File: src/rtl/ndpm_pkg.sv
package ndpm_pkg;

  localparam int INDEX_W = 6;
  localparam int DATA_W  = 32;
  localparam int REG_W   = 17;
  localparam int ACC_W   = 48;
  localparam int WIDE_W  = 66;

  localparam int QUEUE_DEPTH = 4;
  localparam int QPTR_W      = 2;

  localparam logic [1:0] MODE_LOAD    = 2'd0;
  localparam logic [1:0] MODE_FORWARD = 2'd1;
  localparam logic [1:0] MODE_UPDATE  = 2'd2;

  localparam logic [1:0] OP_LOAD    = 2'd0;
  localparam logic [1:0] OP_FORWARD = 2'd1;
  localparam logic [1:0] OP_UPDATE  = 2'd2;
  localparam logic [1:0] OP_NONE    = 2'd3;

  localparam logic KIND_SUM    = 1'b0;
  localparam logic KIND_WEIGHT = 1'b1;

  localparam logic REG_STEP_SIZE       = 1'b0;
  localparam logic REG_MOMENTUM_FACTOR = 1'b1;

  localparam logic [REG_W-1:0] STEP_SIZE_RESET       = 17'd6554;
  localparam logic [REG_W-1:0] MOMENTUM_FACTOR_RESET = 17'd0;

  localparam logic signed [WIDE_W-1:0] S32_MAX = 66'sd2147483647;
  localparam logic signed [WIDE_W-1:0] S32_MIN = -66'sd2147483648;
  localparam logic signed [WIDE_W-1:0] S48_MAX = 66'sd140737488355327;
  localparam logic signed [WIDE_W-1:0] S48_MIN = -66'sd140737488355328;

  typedef struct packed {
    logic [1:0]                op;
    logic [INDEX_W-1:0]        index;
    logic                      in_range;
    logic signed [DATA_W-1:0]  value;
    logic signed [DATA_W-1:0]  error_gradient;
    logic                      last;
  } item_t;

  function automatic logic signed [DATA_W-1:0] sat32(input logic signed [WIDE_W-1:0] v);
    logic signed [WIDE_W-1:0] c;
    c = (v > S32_MAX) ? S32_MAX : ((v < S32_MIN) ? S32_MIN : v);
    return c[DATA_W-1:0];
  endfunction

  function automatic logic sat32_hit(input logic signed [WIDE_W-1:0] v);
    return (v > S32_MAX) || (v < S32_MIN);
  endfunction

  function automatic logic signed [ACC_W-1:0] sat48(input logic signed [WIDE_W-1:0] v);
    logic signed [WIDE_W-1:0] c;
    c = (v > S48_MAX) ? S48_MAX : ((v < S48_MIN) ? S48_MIN : v);
    return c[ACC_W-1:0];
  endfunction

endpackage

File: src/rtl/ndpm_queue.sv
module ndpm_queue
  import ndpm_pkg::*;
(
  input  logic  clk,
  input  logic  rst,
  input  logic  push,
  input  item_t push_item,
  output logic  full,
  input  logic  pop,
  output logic  head_valid,
  output item_t head
);

  item_t             slots [QUEUE_DEPTH];
  logic [QPTR_W-1:0] wr_ptr;
  logic [QPTR_W-1:0] rd_ptr;
  logic [QPTR_W:0]   count;

  assign full       = (count == (QPTR_W+1)'(QUEUE_DEPTH));
  assign head_valid = (count != '0);
  assign head       = slots[rd_ptr];

  always_ff @(posedge clk) begin
    if (rst) begin
      wr_ptr <= '0;
      rd_ptr <= '0;
      count  <= '0;
    end else begin
      if (push) begin
        wr_ptr <= wr_ptr + 1'b1;
      end
      if (pop) begin
        rd_ptr <= rd_ptr + 1'b1;
      end
      if (push && !pop) begin
        count <= count + 1'b1;
      end else if (pop && !push) begin
        count <= count - 1'b1;
      end
    end
  end

  always_ff @(posedge clk) begin
    if (push) begin
      slots[wr_ptr] <= push_item;
    end
  end

endmodule

File: config.mk
export PLATFORM = sky130hd
export DESIGN_NAME = ndpm_queue
export DESIGN_NICKNAME = d
export VERILOG_FILES = /design/src/rtl/ndpm_pkg.sv /design/src/rtl/ndpm_queue.sv
export SDC_FILE = /design/constraint.sdc
export NUM_CORES = 1
export LEC_CHECK = 0
export BUFFER_PORTS_ARGS = -buffer_cell sky130_fd_sc_hd__clkbuf_2
export CAP_MARGIN = 25
export CORE_ASPECT_RATIO = 0.7
export CORE_UTILIZATION = 40
export CTS_CLUSTER_DIAMETER = 60
export CTS_CLUSTER_SIZE = 12
export DETAILED_ROUTE_END_ITERATION = 10
export GPL_ROUTABILITY_DRIVEN = 0
export PLACE_DENSITY_LB_ADDON = 0.25
export REMOVE_ABC_BUFFERS = 1
export SETUP_SLACK_MARGIN = 0.3
export SYNTH_ARGS = -nofsm -noshare
export SYNTH_HDL_FRONTEND = slang
export SYNTH_SLANG_ARGS = --single-unit
File: constraint.sdc
create_clock -name clk -period 3.5 [get_ports clk]
set_clock_uncertainty 0.05 [all_clocks]
set_input_delay 0.175 -clock clk [delete_from_list [all_inputs] [get_ports clk]]
set_output_delay 0.175 -clock clk [all_outputs]
set_load 0.02 [all_outputs]
After elaboration in Yosys (flattened, before gate mapping)
Memories as Yosys holds them, arrays and structs flattened. A register that Yosys moved wholly into a read port is not among the register bits.
Cells that the tools add are included.
{"block": "word_totals", "ff_bits": 7, "mem_bits_rw": 296, "inputBits": 78, "out_inout_bits": 76, "mem_count": 1}
{"name": "slots", "depth": 4, "word_bits": 74, "read_ports": 1, "rd_clocked_by_memory_dff": 1, "wr": 1, "line_no": "ndpm_queue.sv:14", "source": "item_t slots [QUEUE_DEPTH];"}
{"block": "op_classes", "addsub": 4, "eq_ne": 1, "n_mux": 6, "reduce_logical": 6}
{"op": "$mux W3", "n": 2}
{"op": "$add A2 B1 Y2 const B", "n": 2}
{"op": "$mux W2", "n": 2}
{"op": "$add A3 B1 Y3 const B", "n": 1}
{"op": "$eq A3 B3 Y1 const B", "n": 1}
{"op": "$reduce_bool A3 Y1", "n": 1}
{"op": "$sub A3 B1 Y3 const B", "n": 1}
{"op": "$logic_and A1 B1 Y1", "n": 2}
{"op": "$logic_not A1 Y1", "n": 2}
{"op": "$mux W1", "n": 2}
{"op": "$reduce_bool A2 Y1", "n": 1}

Longest topological paths before layout
{"block": "depth", "ltp_word": 4, "depth_mapped": 7}

Least setup slack after synthesis
No wires, ideal clock.
{"block": "synth_timing", "kind": "reg-to-reg", "start": "register wr_ptr[0]", "end": "memory slots[0][0] in the netlist's numbering, enable pin", "setup_time_ps": 440, "arrival_ps": 2272, "required_ps": 3010, "slack_ps": 738, "path_stages_with_launch": 4, "n_path_buf": 0, "synth_period_minus_slack_ps": 2762, "cell_sequence": "dfxtp_1 -> inv_1 -> ha_1 -> and2_1"}
{"item": "start: declaration", "line_no": "ndpm_queue.sv:15", "source": "logic [QPTR_W-1:0] wr_ptr;"}
{"item": "start signal: assignment", "line_no": "ndpm_queue.sv:30", "source": "wr_ptr <= wr_ptr + 1'b1;"}
{"item": "end: declaration", "line_no": "ndpm_queue.sv:14"}
Straight into the memory's write port.

==> results_dict.tcl <==
set metrics [dict create \
    status "completed" \
    fmaxAchievable_mhz 383.1 \
    cts_setup_buffers 0 \
    finalPower_uw 8043 \
    via_count 5259 \
    cp.required_ns 3.27 \
    multi_input_area_um2 1908 \
    clkSinkCount 305 \
    syn_area_um2 11110 \
    cp.arrival_ns 2.39 \
    grt_pass1_wl_um 32690 \
    pre_cts_ws_ns 1.391 \
    synthDominantCellAreaShare_pct 80.00 \
    cts_buffers 30 \
    fin_area_um2 13970 \
    hold_viol 0 \
    report.final.setup_viol 0 \
    leakage_uw 0.004758 \
    ys_seq_area_share_pct 81.62 \
    clock_path_buffers 3 \
    syn_inst 430 \
    clock_latency_ns 0.56 \
    tritoncts "yes" \
    num-fill-cells 2172 \
    power.density_nw_per_um2 575.7 \
    layout-drive-gt1-share_pct 39.51 \
    syn_to_final_growth_pct 25.73 \
    cts_resized 0 \
    pin_count 154 \
    cp-start-kind "flip-flop" \
    placed_cells 938 \
    num-nets-final 767 \
    setup_slack_ns 0.8897 \
    slowest_delay_ns 0.71 \
    route.detailed.drc 0 \
    core_area_um2 27030 \
    antenna_found_initial 2 \
    synth-simple-area-share_pct 0.6757 \
    synthAdderAreaFrac_pct 0.7432 \
    hold_class "in2reg" \
    vias_per_cell 4.952 \
    synth.area.mux_share_pct 15.18 \
    layout_commonest_cell "edfxtp_1" \
    period_share_pct 74.58 \
    die_w_um 201.2 \
    register_area_um2 9076 \
    yosys_warnings 0 \
    synth-xor-area-share_pct 0.3941 \
    rsz0062_at_grt "no" \
    portBuffers 153 \
    tightest_slew_ns 0.5922 \
    cp_cell_sequence "buf_4 -> mux4_2 -> clkbuf_2" \
    min_period_ns 2.610 \
    finalMaxSlewViolations 0 \
    drv_cap 0 \
    row_count 50 \
    crit_fanout 27 \
    wl_um 21150 \
    die_h_um 141.4 \
    synth-seq-cells 305 \
    die_area_um2 28460 \
    cp_top_family "flip-flops" \
    cts.htree.levels 1 \
    relSlewSlack_pct 60.52 \
    synth_top_family_by_area "multiplexers" \
    synth_cell_type_count 20 \
    grt_max_degree 46 \
    ant_nets 0 \
    place_area_um2 12360 \
    track_usage_pct 15.17 \
    irDropWorstVdd_mv 0.4729 \
    initial_core_util_pct 41.11 \
    worst_setup_path_end_kind "output pin" \
    cts-root-buf "clkbuf_16" \
    yosys-top-cells-area "edfxtp_1 80%, mux4_2 15%, dfxtp_1 1.6%, buf_6 0.71%, ha_1 0.56%" \
    grt_pass1_vias 5675 \
    drt_iter0_markers 203 \
    place_hpwl_um 12090 \
    synth.avg_cell_area_um2 25.84 \
    wl_per_cell_um 19.92 \
    cp_slowest_cell "dfxtp_4" \
    layout_common_cells "296 x edfxtp_1, 153 x clkbuf_2, 77 x dlygate4sd3_1" \
    synth_compound_area_share_pct 0.09009 \
    critPathBufInv 2 \
    synth_area_leader_cell "edfxtp_1" \
    cts.clk_slew.worst_paths_ns 0.06 \
    drt-pass1-iter-count 4 \
    overflow 0 \
    fin_cells 1062 \
    worstSetupPathType "reg2out" \
]
[synth_stat cells]
library cell and n:
xnor2_1 2, mux2i_1 2, nor3b_1 1, a21oi_1 1
inv_1 4, and2_1 4, xor2_1 3, o21ai_0 1
fa_1 1, mux4_2 74, or3_1 2, clkbuf_1 2
nor2_1 7, ha_1 5, edfxtp_1 296, buf_6 7
nand2_1 1, buf_4 1, buf_2 7, dfxtp_1 9
[per-layer routing]
layer / GRT usage, % / up-vias / wire length, µm / part of all wire [%]
met5: 0 / - / 0 / 0
met3: 4.203 / 35 / 1158 / 5.5
met1: 20.12 / 2747 / 9419 / 45
met4: 3.469 / 0 / 401 / 1.9
li1: - / 2333 / - / -
met2: 25.15 / 144 / 10170 / 48
[cell families (layout without fill, tap and decap cells)]
| logic type | after synthesis | after routing |
|---|---|---|
| AO/OA/AOI/OAI | 2 | 2 |
| XOR/XNOR | 5 | 5 |
| adder cells (fa/ha/maj) | 6 | 6 |
| buffers and inverters | 21 | 287 |
| flip-flops | 305 | 305 |
| multiplexers | 76 | 76 |
| other | 0 | 2 |
| AND/OR/NAND/NOR | 15 | 15 |
[what timing repair did]
action	in CTS	in global routing
setup endpoints to repair	0	0
hold endpoints to repair	305	0
hold buffers	77	0
[power breakdown]
| part | leakage [µW] | total, µW | switching [µW] | internal [µW] |
|---|---|---|---|---|
| registers | 0.00279 | 4270 | 75.6 | 4190 |
| logic | 0.00155 | 926 | 516 | 410 |
| clock network | 0.000409 | 2850 | 1250 | 1600 |
[registers in the layout (all words and copies together) (netlist names), named ones only]
name / cells
wr_ptr: 2
rd_ptr: 2
slots: 296
count: 3
[metrics by stage]
step | hold WS, ns | setup TNS [ns] | util [%]
after floorplan | 0.1941 | -42.82 | -
after global placement | 0.3365 | 0 | 45.72
after detailed placement | 0.3450 | 0 | 45.72
after CTS | 0.2866 | 0 | 51.67
after global routing | 0.3061 | 0 | 51.68
final | 0.3230 | 0 | 51.69
[area by class of cell]
| cell class | count | share of cell area (%) |
|---|---|---|
| well taps | 364 | 3.260 |
| clock inverters | 4 | 0.1791 |
| repair buffers | 238 | 11.97 |
| inverters | 4 | 0.1075 |
| diodes | 2 | 0.03583 |
| multi-input cells | 104 | 13.66 |
| flip-flops and latches | 305 | 64.97 |
| clock buffers | 41 | 5.822 |
[final timing paths]
path                 start           end  slack (ns)  cells past startpoint
max reg2reg      wr_ptr[0]  slots[0][59]        1.61                      4
min          push_item[38]  slots[0][38]        0.32                      2
max              flip-flop      head[30]        0.89                      3
min reg2reg       count[2]      count[2]        0.47                      2
Power figures use the tool's default switching activity.
